[src/sv/art_pkg.sv]
// ----------------------------------------------------------------------------
// Ack retry tracker package
// Sizes, operation and result codes, sequencer states.
// ----------------------------------------------------------------------------
package art_pkg;

  localparam int TableDepth = 16;
  localparam int SlotW      = $clog2(TableDepth);
  localparam int CntW       = $clog2(TableDepth + 1);
  localparam logic [15:0] TimeoutReset = 16'd2000;
  localparam logic [3:0]  LimitReset   = 4'd3;

  localparam logic [2:0] OP_SEND  = 3'd0;
  localparam logic [2:0] OP_ACK   = 3'd1;
  localparam logic [2:0] OP_PONG  = 3'd2;
  localparam logic [2:0] OP_TICK  = 3'd3;
  localparam logic [2:0] OP_START = 3'd4;

  localparam logic [2:0] K_REG     = 3'd0;
  localparam logic [2:0] K_FULL    = 3'd1;
  localparam logic [2:0] K_ACKED   = 3'd2;
  localparam logic [2:0] K_UNMATCH = 3'd3;
  localparam logic [2:0] K_RESEND  = 3'd4;
  localparam logic [2:0] K_FAIL    = 3'd5;
  localparam logic [2:0] K_STARTED = 3'd6;

  localparam logic CFG_TIMEOUT = 1'b0;
  localparam logic CFG_LIMIT   = 1'b1;

  typedef enum logic [3:0] {
    S_IDLE, S_FIND, S_SEND, S_MATCH, S_MEAS, S_SCAN, S_RES, S_FAILR, S_START
  } state_t;

endpackage

[src/sv/ack_retry_tracker_with_rtt_stats.sv]
// ----------------------------------------------------------------------------
// Ack retry tracker with RTT statistics
// Send, ack, pong: the table is scanned one slot a cycle, then the result is
// loaded. Series start: a result from S_START, none for a zero series count.
// Tick: a scan, then a resend pass and a failure pass, held by any output
// stall. Input is stalled until idle. Reset (rst_n low, synchronous) empties
// the table, clears clock and statistics and restores the register defaults.
// ----------------------------------------------------------------------------
module ack_retry_tracker_with_rtt_stats import art_pkg::*; (
  input  logic        clk,
  input  logic        rst_n,
  input  logic        cfg_we,
  input  logic        cfg_index,
  input  logic [15:0] cfg_wdata,
  input  logic        in_valid,
  output logic        in_stall,
  input  logic [2:0]  in_op,
  input  logic [31:0] in_msg_id,
  input  logic        in_is_ping,
  input  logic [15:0] in_series_count,
  output logic        out_valid,
  input  logic        out_stall,
  output logic [2:0]  out_kind,
  output logic [31:0] out_out_id,
  output logic [3:0]  out_retry_number,
  output logic [15:0] out_rtt_ms,
  output logic        out_rtt_valid,
  output logic [15:0] out_jitter_ms,
  output logic        out_jitter_valid,
  output logic [15:0] out_received_count,
  output logic [15:0] out_lost_count,
  output logic [31:0] out_rtt_total,
  output logic [31:0] out_jitter_total,
  output logic        out_last
);

  state_t state_r, state_nxt;
  logic [15:0] timeout_r;
  logic [3:0]  limit_r;
  logic [31:0] clock_r;
  logic [TableDepth-1:0] valid_r, ping_r, fail_r, rs_r;
  logic [31:0] id_mem [TableDepth];
  logic [31:0] sent_mem [TableDepth];
  logic [3:0]  retry_mem [TableDepth];
  logic [15:0] prev_r, answered_r, failed_r;
  logic        have_prev_r;
  logic [31:0] rtt_acc_r, jit_acc_r;

  logic [2:0]  op_r;
  logic [31:0] id_r;
  logic        is_ping_r;
  logic [CntW-1:0] idx_r;
  logic        hit_r, free_ok_r;
  logic [SlotW-1:0] hit_slot_r, free_slot_r;
  logic [CntW-1:0] nres_r;

  logic [2:0]  o_kind_r;
  logic [31:0] o_id_r;
  logic [3:0]  o_retry_r;
  logic [15:0] o_rtt_r, o_jit_r;
  logic        o_rttv_r, o_jitv_r, o_last_r, o_valid_r;

  logic [SlotW-1:0] sl, ws;
  logic [31:0] el;
  logic        expired, out_free, at_end, o_load;
  logic [15:0] rtt, jit;

  function automatic logic [31:0] sat32(input logic [31:0] a, input logic [15:0] b);
    logic [32:0] s;
    s = {1'b0, a} + {17'd0, b};
    sat32 = s[32] ? 32'hFFFF_FFFF : s[31:0];
  endfunction

  assign sl  = (state_r == S_MEAS) ? hit_slot_r : idx_r[SlotW-1:0];
  assign ws  = hit_r ? hit_slot_r : free_slot_r;
  assign el  = clock_r - sent_mem[sl];
  assign expired = valid_r[sl] && (el >= {16'd0, timeout_r});
  assign rtt = (el > 32'h0000_FFFF) ? 16'hFFFF : el[15:0];
  assign jit = (rtt >= prev_r) ? rtt - prev_r : prev_r - rtt;
  assign out_free = !o_valid_r || !out_stall;
  assign at_end   = (idx_r == CntW'(TableDepth));

  always_ff @(posedge clk) begin
    if (!rst_n) state_r <= S_IDLE;
    else state_r <= state_nxt;
  end

  always_comb begin
    state_nxt = state_r;
    o_load = 1'b0;
    case (state_r)
      S_IDLE: if (in_valid) begin
        case (in_op)
          OP_SEND:          state_nxt = S_FIND;
          OP_ACK, OP_PONG:  state_nxt = S_MATCH;
          OP_TICK:          state_nxt = S_SCAN;
          OP_START:         state_nxt = (in_series_count != 16'd0) ? S_START : S_IDLE;
          default:          state_nxt = S_IDLE;
        endcase
      end
      S_FIND:  if (idx_r == CntW'(TableDepth - 1)) state_nxt = S_SEND;
      S_MATCH: if (idx_r == CntW'(TableDepth - 1)) state_nxt = S_MEAS;
      S_SCAN:  if (idx_r == CntW'(TableDepth - 1)) state_nxt = S_RES;
      S_SEND, S_MEAS, S_START: if (out_free) begin
        o_load = 1'b1;
        state_nxt = S_IDLE;
      end
      S_RES: if (out_free) begin
        if (at_end) state_nxt = S_FAILR;
        else o_load = rs_r[sl];
      end
      S_FAILR: if (out_free) begin
        if (at_end) state_nxt = S_IDLE;
        else o_load = fail_r[sl];
      end
      default: state_nxt = S_IDLE;
    endcase
  end

  assign in_stall = (state_r != S_IDLE);

  always_ff @(posedge clk) begin
    if (!rst_n) begin
      timeout_r <= TimeoutReset;
      limit_r <= LimitReset;
      clock_r <= '0;
      valid_r <= '0;
      ping_r <= '0;
      prev_r <= '0;
      have_prev_r <= 1'b0;
      answered_r <= '0;
      failed_r <= '0;
      rtt_acc_r <= '0;
      jit_acc_r <= '0;
      o_valid_r <= 1'b0;
    end else begin
      o_valid_r <= o_load || (o_valid_r && out_stall);
      if (cfg_we) begin
        if (cfg_index == CFG_TIMEOUT) timeout_r <= cfg_wdata;
        else limit_r <= cfg_wdata[3:0];
      end
      case (state_r)
        S_IDLE: if (in_valid) begin
          op_r <= in_op;
          id_r <= in_msg_id;
          is_ping_r <= in_is_ping;
          idx_r <= '0;
          hit_r <= 1'b0;
          free_ok_r <= 1'b0;
          nres_r <= '0;
          fail_r <= '0;
          rs_r <= '0;
          if (in_op == OP_TICK) clock_r <= clock_r + 32'd1;
        end
        S_FIND, S_MATCH: begin
          if (!hit_r && valid_r[sl] && id_mem[sl] == id_r) begin
            hit_r <= 1'b1;
            hit_slot_r <= sl;
          end
          if (!free_ok_r && !valid_r[sl]) begin
            free_ok_r <= 1'b1;
            free_slot_r <= sl;
          end
          idx_r <= idx_r + CntW'(1);
        end
        S_SEND: if (out_free) begin
          o_kind_r <= (hit_r || free_ok_r) ? K_REG : K_FULL;
          if (hit_r || free_ok_r) begin
            valid_r[ws] <= 1'b1;
            ping_r[ws] <= is_ping_r;
            id_mem[ws] <= id_r;
            sent_mem[ws] <= clock_r;
            retry_mem[ws] <= '0;
          end
          o_id_r <= id_r; o_retry_r <= '0; o_last_r <= 1'b1;
          o_rtt_r <= '0; o_rttv_r <= 1'b0; o_jit_r <= '0; o_jitv_r <= 1'b0;
        end
        S_MEAS: if (out_free) begin
          o_id_r <= id_r; o_retry_r <= '0; o_last_r <= 1'b1;
          o_rtt_r <= '0; o_rttv_r <= 1'b0; o_jit_r <= '0; o_jitv_r <= 1'b0;
          o_kind_r <= hit_r ? K_ACKED : K_UNMATCH;
          if (hit_r) valid_r[hit_slot_r] <= 1'b0;
          if (hit_r && op_r == OP_PONG && ping_r[hit_slot_r]) begin
            o_rtt_r <= rtt;
            o_rttv_r <= 1'b1;
            if (answered_r != 16'hFFFF) answered_r <= answered_r + 16'd1;
            rtt_acc_r <= sat32(rtt_acc_r, rtt);
            if (have_prev_r) begin
              o_jit_r <= jit;
              o_jitv_r <= 1'b1;
              jit_acc_r <= sat32(jit_acc_r, jit);
            end
            prev_r <= rtt;
            have_prev_r <= 1'b1;
          end
        end
        S_START: if (out_free) begin
          answered_r <= '0; failed_r <= '0; prev_r <= '0; have_prev_r <= 1'b0;
          rtt_acc_r <= '0; jit_acc_r <= '0; ping_r <= '0;
          o_kind_r <= K_STARTED; o_id_r <= '0; o_retry_r <= '0; o_last_r <= 1'b1;
          o_rtt_r <= '0; o_rttv_r <= 1'b0; o_jit_r <= '0; o_jitv_r <= 1'b0;
        end
        S_SCAN: begin
          if (expired && nres_r != CntW'(TableDepth)) begin
            nres_r <= nres_r + CntW'(1);
            if (retry_mem[sl] >= limit_r) fail_r[sl] <= 1'b1;
            else begin
              retry_mem[sl] <= retry_mem[sl] + 4'd1;
              sent_mem[sl] <= clock_r;
              rs_r[sl] <= 1'b1;
            end
          end
          idx_r <= (idx_r == CntW'(TableDepth - 1)) ? '0 : idx_r + CntW'(1);
        end
        S_RES: if (out_free) begin
          if (at_end) begin
            idx_r <= '0;
          end else begin
            idx_r <= idx_r + CntW'(1);
            if (rs_r[sl]) begin
              o_kind_r <= K_RESEND; o_id_r <= id_mem[sl]; o_retry_r <= retry_mem[sl];
              o_rtt_r <= '0; o_rttv_r <= 1'b0; o_jit_r <= '0; o_jitv_r <= 1'b0;
              o_last_r <= (nres_r == CntW'(1));
              nres_r <= nres_r - CntW'(1);
            end
          end
        end
        S_FAILR: if (out_free && !at_end) begin
          idx_r <= idx_r + CntW'(1);
          if (fail_r[sl]) begin
            valid_r[sl] <= 1'b0;
            if (ping_r[sl] && failed_r != 16'hFFFF) failed_r <= failed_r + 16'd1;
            o_kind_r <= K_FAIL; o_id_r <= id_mem[sl]; o_retry_r <= limit_r;
            o_rtt_r <= '0; o_rttv_r <= 1'b0; o_jit_r <= '0; o_jitv_r <= 1'b0;
            o_last_r <= (nres_r == CntW'(1));
            nres_r <= nres_r - CntW'(1);
          end
        end
        default: ;
      endcase
    end
  end

  assign out_valid          = o_valid_r;
  assign out_kind           = o_kind_r;
  assign out_out_id         = o_id_r;
  assign out_retry_number   = o_retry_r;
  assign out_rtt_ms         = o_rtt_r;
  assign out_rtt_valid      = o_rttv_r;
  assign out_jitter_ms      = o_jit_r;
  assign out_jitter_valid   = o_jitv_r;
  assign out_received_count = answered_r;
  assign out_lost_count     = failed_r;
  assign out_rtt_total      = rtt_acc_r;
  assign out_jitter_total   = jit_acc_r;
  assign out_last           = o_last_r;

endmodule

[config.mk]
export PLATFORM = sky130hd
export DESIGN_NAME = ack_retry_tracker_with_rtt_stats
export DESIGN_NICKNAME = d
export VERILOG_FILES = /design/src/sv/art_pkg.sv /design/src/sv/ack_retry_tracker_with_rtt_stats.sv
export SDC_FILE = /design/constraint.sdc
export NUM_CORES = 2
export LEC_CHECK = 0
export BUFFER_PORTS_ARGS = -buffer_cell sky130_fd_sc_hd__buf_2
export CAP_MARGIN = 20
export CORE_ASPECT_RATIO = 0.6
export CORE_MARGIN = 2
export CORE_UTILIZATION = 56
export DETAILED_ROUTE_END_ITERATION = 10
export MAX_ROUTING_LAYER = met4
export PLACE_DENSITY = 0.76
export SLEW_MARGIN = 30
export SYNTH_ARGS = -nofsm -noshare
export SYNTH_HDL_FRONTEND = slang
export SYNTH_SLANG_ARGS = --single-unit
export TNS_END_PERCENT = 30
[constraint.sdc]
create_clock -name clk -period 11.91 [get_ports clk]
set_input_delay 2.382 -clock clk [delete_from_list [all_inputs] [get_ports clk]]
set_output_delay 2.382 -clock clk [all_outputs]
set_load 0.03 [all_outputs]
After elaboration in Yosys (flattened, before gate mapping)
Memory sizes are Yosys's and may differ from the RTL's.
Index checks and enable logic that the tools add are counted.
Widths: inputs -> output; s select.
{"block": "word_totals", "ff_bits": 364, "ram_bits": 1088, "output_inout_bits": 172, "wordCells": 353, "n_memories": 3}
{"block": "classes", "add_sub_neg": 12, "magnitude_cmp": 10, "n_eq_ne": 49, "mux": 171, "bitwise": 8, "reduce_logical": 68}
{"name": "id_mem", "depth": 16, "word_bits": 32, "read_ports": 1, "rd_ports_with_merged_regs": 0, "wr": 1, "line_no": "ack_retry_tracker_with_rtt_stats.sv:42", "rtl": "logic [31:0] id_mem [TableDepth];"}
{"name": "sent_mem", "depth": 16, "word_bits": 32, "read_ports": 1, "rd_ports_with_merged_regs": 0, "wr": 1, "line_no": "ack_retry_tracker_with_rtt_stats.sv:43", "rtl": "logic [31:0] sent_mem [TableDepth];"}
{"name": "retry_mem", "depth": 16, "word_bits": 4, "read_ports": 1, "rd_ports_with_merged_regs": 0, "wr": 1, "line_no": "ack_retry_tracker_with_rtt_stats.sv:44", "rtl": "logic [3:0] retry_mem [TableDepth];"}
{"cell": "$mux 16", "n": 34}
{"cell": "$mux 32", "n": 15}
{"cell": "$pmux 16 s2", "n": 6}
{"cell": "$pmux 16 s4", "n": 2}
{"cell": "$pmux 32 s2", "n": 2}
{"cell": "$pmux 32 s4", "n": 1}
{"cell": "$mux 4", "n": 20}
{"cell": "$add 32x16->33", "n": 2}
{"cell": "$mux 5", "n": 11}
{"cell": "$mux 1", "n": 49}
{"cell": "$ne 2x2->1 const B", "n": 24}
{"cell": "$or 16x16->16", "n": 3}
{"cell": "$pmux 16 s3", "n": 1}
{"cell": "$reduce_and 9->1", "n": 4}
{"cell": "$add 16x1->16 const B", "n": 2}
{"cell": "$add 32x1->32 const B", "n": 1}
{"cell": "$and 16x16->16", "n": 2}
{"cell": "$eq 32x32->1", "n": 1}
{"cell": "$ge 32x16->1", "n": 1}
{"cell": "$gt 32x16->1 const B", "n": 1}
{"cell": "$ne 16x16->1 const B", "n": 2}
{"cell": "$not 16->16", "n": 2}
{"cell": "$reduce_or 32->1", "n": 1}
{"cell": "$sub 16x16->16", "n": 2}
{"cell": "other kinds (54)", "n": 129}

Depth between registers and ports, before layout
An unclocked memory read counts as a cell.
{"block": "depth", "ltp_word": 14, "depth_mapped": 51}

Least setup slack after synthesis
No wires, ideal clock.
{"block": "synth_timing", "kind": "flip-flop to flip-flop", "from": "reg state_r[1]", "to": "reg jit_acc_r[31], in the netlist out_jitter_total[31]", "setup_time_ps": 91, "t_arrival_ps": 11275, "required_ps": 11819, "slack_ps": 545, "path_stages_with_launch": 47, "cell_sequence": "dfxtp_1 buf_2 nor4b_4 mux2i_1 clkbuf_1 buf_2 clkbuf_1 clkbuf_1 clkbuf_1 buf_1 a311oi_1 nor3_1 a31oi_1 ha_1 fa_1 nand2b_1 a21o_1 a211o_2 (+11 left out) or3_1 a211oi_1 or2_2 clkbuf_1 mux2_2 a221oi_1 xnor2_1 ha_1 clkbuf_1 nand3_1 or2_2 nor3_1 nor2_1 a21oi_1 nand2_1 nor2_1 a41oi_1 a311oi_1"}
{"block": "synth_between", "elab_chain_cells": 14, "word_cells_on_any_way": 23, "classes_between": "4 x add/sub; 2 x order compare; 6 x eq/ne; 8 x mux; 2 x reduce/logical; 1 x memory"}
{"element": "start: declaration", "line_no": "ack_retry_tracker_with_rtt_stats.sv:37", "rtl": "state_t state_r, state_nxt;"}
{"element": "start signal: assignment", "line_no": "ack_retry_tracker_with_rtt_stats.sv:85", "rtl": "else state_r <= state_nxt;"}
{"element": "$eq 4x3->1 *", "line_no": "ack_retry_tracker_with_rtt_stats.sv:74", "rtl": "assign sl = (state_r == S_MEAS) ? hit_slot_r : idx_r[SlotW-1:0];"}
{"element": "$mux 4 *", "line_no": "ack_retry_tracker_with_rtt_stats.sv:74"}
{"element": "$mem_v2 16x32 *"}
{"element": "$sub 32x32->32 *", "line_no": "ack_retry_tracker_with_rtt_stats.sv:76", "rtl": "assign el = clock_r - sent_mem[sl];"}
{"element": "$gt 32x16->1", "line_no": "ack_retry_tracker_with_rtt_stats.sv:78", "rtl": "assign rtt = (el > 32'h0000_FFFF) ? 16'hFFFF : el[15:0];"}
{"element": "$mux 16 *", "line_no": "ack_retry_tracker_with_rtt_stats.sv:78"}
{"element": "named net rtt[13]", "line_no": "ack_retry_tracker_with_rtt_stats.sv:66", "rtl": "logic [15:0] rtt, jit;"}
{"element": "$ge 16x16->1 *", "line_no": "ack_retry_tracker_with_rtt_stats.sv:79", "rtl": "assign jit = (rtt >= prev_r) ? rtt - prev_r : prev_r - rtt;"}
{"element": "$mux 16 *", "line_no": "ack_retry_tracker_with_rtt_stats.sv:79"}
{"element": "named net jit[8]", "line_no": "ack_retry_tracker_with_rtt_stats.sv:66"}
{"element": "$add 32x16->33 *", "line_no": "ack_retry_tracker_with_rtt_stats.sv:70", "rtl": "s = {1'b0, a} + {17'd0, b};"}
{"element": "$mux 32 *", "line_no": "ack_retry_tracker_with_rtt_stats.sv:71", "rtl": "sat32 = s[32] ? 32'hFFFF_FFFF : s[31:0];"}
{"element": "$mux 32 *", "line_no": "ack_retry_tracker_with_rtt_stats.sv:188", "rtl": "if (have_prev_r) begin"}
{"element": "$mux 32 *", "line_no": "ack_retry_tracker_with_rtt_stats.sv:183", "rtl": "if (hit_r && op_r == OP_PONG && ping_r[hit_slot_r]) begin"}
{"element": "$mux 32 *", "line_no": "ack_retry_tracker_with_rtt_stats.sv:178", "rtl": "S_MEAS: if (out_free) begin"}
{"element": "$pmux 32 s2 *", "line_no": "ack_retry_tracker_with_rtt_stats.sv:142", "rtl": "case (state_r)"}
{"element": "end signal: assignment", "line_no": "ack_retry_tracker_with_rtt_stats.sv:191", "rtl": "jit_acc_r <= sat32(jit_acc_r, jit);"}
{"element": "end: declaration", "line_no": "ack_retry_tracker_with_rtt_stats.sv:47", "rtl": "logic [31:0] rtt_acc_r, jit_acc_r;"}
Mark *: on every way through the listed nets, which the timed path passes. The rest lies on a longest branch. The select of a mux whose other input is x is not followed.
A chain may end at the register's enable or synchronous reset.

Worst setup path after layout
{"block": "layout_timing", "from": "reg state_r[3]", "to": "reg jit_acc_r[19], in the netlist out_jitter_total[19]"}
{"block": "layout_between", "elab_chain_cells": 14, "word_cells_on_any_way": 23, "classes_between": "4 x add/sub; 2 x order compare; 6 x eq/ne; 8 x mux; 2 x reduce/logical; 1 x memory"}
{"element": "$eq 4x3->1 *", "line_no": "ack_retry_tracker_with_rtt_stats.sv:74"}
{"element": "$mux 4 *", "line_no": "ack_retry_tracker_with_rtt_stats.sv:74"}
{"element": "$mem_v2 16x32 *"}
{"element": "$sub 32x32->32 *", "line_no": "ack_retry_tracker_with_rtt_stats.sv:76"}
{"element": "$gt 32x16->1", "line_no": "ack_retry_tracker_with_rtt_stats.sv:78"}
{"element": "$mux 16 *", "line_no": "ack_retry_tracker_with_rtt_stats.sv:78"}
{"element": "named net rtt[0]", "line_no": "ack_retry_tracker_with_rtt_stats.sv:66"}
{"element": "$sub 16x16->16 / $ge 16x16->1 (equally long branches)", "line_no": "ack_retry_tracker_with_rtt_stats.sv:79"}
{"element": "$mux 16 *", "line_no": "ack_retry_tracker_with_rtt_stats.sv:79"}
{"element": "named net jit[12]", "line_no": "ack_retry_tracker_with_rtt_stats.sv:66"}
{"element": "$add 32x16->33 *", "line_no": "ack_retry_tracker_with_rtt_stats.sv:70"}
{"element": "$mux 32 *", "line_no": "ack_retry_tracker_with_rtt_stats.sv:71"}
{"element": "$mux 32 *", "line_no": "ack_retry_tracker_with_rtt_stats.sv:188"}
{"element": "$mux 32 *", "line_no": "ack_retry_tracker_with_rtt_stats.sv:183"}
{"element": "$mux 32 *", "line_no": "ack_retry_tracker_with_rtt_stats.sv:178"}
{"element": "$pmux 32 s2 *", "line_no": "ack_retry_tracker_with_rtt_stats.sv:142"}
Marked as above.

==> impl_metrics.toml <==
[global_route]
grt_pass1_wl_um = 285600
grt_max_degree = 158
antenna_found_initial = 3
track_usage_pct = 32.20
grt_pass1_vias = 44690
gr-total-overflow = 0

[worst_setup_path]
cpPeakStageDelay_ns = 0.52
slowest_stage = "or4_1"
end_kind = "flop"
crit_start = "state_r[3]"
r2r-end = "out_jitter_total[19]"
critPathBufInv = 8
r2r_cells = 48
cpMostUsedCell = "buf_4"
crit_type = "reg2reg"
crit_end = "out_jitter_total[19]"
cp_top_family = "simple AND/OR/NAND/NOR gates"
worstSetupStartpointType = "flop"
worstReg2RegStart = "state_r[3]"
worstPathMaxFanout = 66
rrSetupSlack_ns = 0.76
cp.required_ns = 12.52
arrival_ns = 11.75
cp.depth = 48

[final_layout]
area_growth_pct = 11.94
register_area_mm2 = 0.04158
multiInputGateArea_mm2 = 0.02270
layout.nets = 6174
drive_above_1_share_pct = 11.31
instances_no_fill = 7614
nFillCells = 8746

[yosys]
syn_inst = 5764
synth_mux_area_share_pct = 2.794
synth_compound_area_share_pct = 9.664
ys_ff_latch = 1452
synth_area_leaders = "edfxtp_1 57%, nand2_1 7.2%, dfxtp_1 6.2%"
synthFlopType = "edfxtp_1"
synth_area_mm2 = 0.06566
async_flop_share_pct = 0
synthSimpleGateAreaFrac_pct = 17.18
yosysSeqAreaShare_pct = 63.33
postSynthNetCount = 5969
synth_enable_flop_cells = 1250
synth.most_common_cell = "nand2_1"
synth.distinct_cells = 90
synth_top_family_by_area = "simple AND/OR/NAND/NOR gates"
synthTopCellsByCount = "1252 x nand2_1, 1250 x edfxtp_1, 449 x nand3_1"
yosys.area_share.adder_pct = 2.554
synth_xor_area_share_pct = 1.679
synth_top_cell_by_area = "edfxtp_1"
yosysWarnings = 0
syn_avg_cell_area_um2 = 11.39
synth_top_area_share_pct = 57.17

[cts]
numClockSinks = 1452
cts_buffer_depth = 3
cts-root-buf = "clkbuf_16"
cts.reportedPaths.clkPinSlew_ns = 0.06
insertion_delay_ns = 0.78
cts_tree = "done"
htreeDepth = 4
cts_buffers = 133

[die]
fp.dieW_um = 446.0
coreArea_mm2 = 0.1165
die_y_um = 269.2
ios = 246
die_area_mm2 = 0.1201
core.rowCount = 97
initial_utilization_pct = 56.35

[timing]
layout_min_cycle_time_ns = 11.15
fin_skew_ns = 0.03801
maxSlewHeadroom_pct = 32.51
fmax_ghz = 0.08972
rsz0062_at_grt = "no"
fin_tns_setup_ns = 0
hold_viol_final = 0
max_slew.worst_pin.slew_ns = 1.012
period_share_pct = 93.58
slew_viol_final = 0
finalSetupViolCount = 0

[drt]
drt_first_pass_iters = 8
vias = 49070
remaining_drc_errors = 0
ant_nets = 0
routed_via_density = 6.445
post_drt_wl_per_cell_um = 25.14
wirelength_um = 191400
drt-initial-drc-count = 7296

[placement]
gp_congestion = 0.9719
dp_cells = 7360
io_buffers = 245
dp_hpwl_um = 118100

[power]
powerDensity_mw_per_mm2 = 206.9
vdd_drop_max_mv = 0.1516
leakagePower_uw = 0.02713

[run]
maxCapViolCount = 0

[status]
status = "complete, no violations"

[min_path]
hold_class = "reg2reg"
power breakdown:
group	internal (uW)	switching [uW]
sequential	5700	145
combinational	1540	3560
clock	2350	1910
total	9590	5610
worst reg2reg max path, delay by kind of cell, from the launching register on:
| kind | cells | cell delay, ns |
|---|---|---|
| mux | 1 | 0.07 |
| fa+ha+maj | 5 | 1.72 |
| compound gates | 17 | 3.34 |
| flops | 1 | 0.33 |
| simple gates | 16 | 3.63 |
| buf+inv | 8 | 1.50 |
| xor+xnor | 1 | 0.39 |
metal layers:
layer  vias up  routed length [um]  track usage, %
li1      21590                   -               -
met1     23810               83250           50.32
met2      3337               78030           41.76
met3       334               25630           7.449
met4         0                4532           8.394
met5         -                   0               -
per-stage QoR:
step | setup slack, ns | util [%] | hold WS [ns] | power [uW] | instance area (um^2)
floorplan | 0.5446 | - | 0.4250 | 9095 | 65660
global placement | 0.5623 | 59.30 | 0.4414 | 10730 | 69090
detailed placement | 0.3401 | 59.33 | 0.4577 | 10820 | 69130
CTS | 0.2758 | 62.96 | 0.4713 | 15040 | 73360
global route | 0.01766 | 63.08 | 0.4880 | 15780 | 73490
finish | 0.7643 | 63.08 | 0.4750 | 15200 | 73500
state kept, by name, indices dropped and copies added (netlist names), 16 cells and up:
name,cells
ping_r,16
out_received_count,16
out_jitter_ms,16
retry_mem,64
rs_r,16
sent_mem,512
out_out_id,32
out_rtt_total,32
out_lost_count,16
fail_r,16
id_mem,512
timeout_r,16
prev_r,16
out_rtt_ms,16
out_jitter_total,32
clock_r,32
valid_r,16
id_r,32
repair_timing:
item,in CTS,in global routing
hold buffers,0,0
gates resized for setup,0,4
setup endpoints to repair,0,32
setup buffers,0,8
logic make-up after synthesis:
logic type                 after synthesis
adders and majority gates              131
and+or+nand+nor                       2508
AOI/OAI and AO/OA                      921
DFF                                   1452
xor gates and xnor gates               125
muxes                                  174
buffers and inverters                  453
cell usage in the layout, fill, tap and decap left out, drive strengths merged, types with 19 or more instances in the layout:
cell / n
nand2: 1252
edfxtp: 1250
nand3: 449
buf: 395
nor2: 297
a21oi: 203
dfxtp: 202
o21ai: 179
clkbuf: 178
mux2i: 163
inv: 134
ha: 126
and3: 111
a32oi: 87
and2: 84
nor3: 84
xnor2: 81
a311oi: 78
nand4: 71
o31ai: 57
a21o: 49
clkinv: 49
xor2: 44
a31oi: 42
nand2b: 34
or3: 30
nor2b: 28
a211oi: 27
a21boi: 23
o21a: 19
nor4: 19
worst min-delay path by stage:
stage / startpoint / endpoint / slack, ns / cells after the start
global route: out_jitter_total[3] / out_jitter_total[3] / 0.49 / 2
global placement: prev_r[15] / prev_r[15] / 0.44 / 2
CTS: out_jitter_total[3] / out_jitter_total[3] / 0.47 / 2
finish: out_jitter_total[3] / out_jitter_total[3] / 0.48 / 2
floorplan: prev_r[15] / prev_r[15] / 0.43 / 2
detailed placement: prev_r[15] / prev_r[15] / 0.46 / 2
layout make-up:
class / count / area share, %
flip-flops and latches: 1452 / 56.57
multi-input cells: 3859 / 30.89
clock buffers: 178 / 4.983
repair buffers: 395 / 3.430
well taps: 1534 / 2.611
clock inverters: 64 / 0.7797
inverters: 128 / 0.7184
diodes: 4 / 0.01362
No activity file was read; power rests on OpenSTA's default activity.
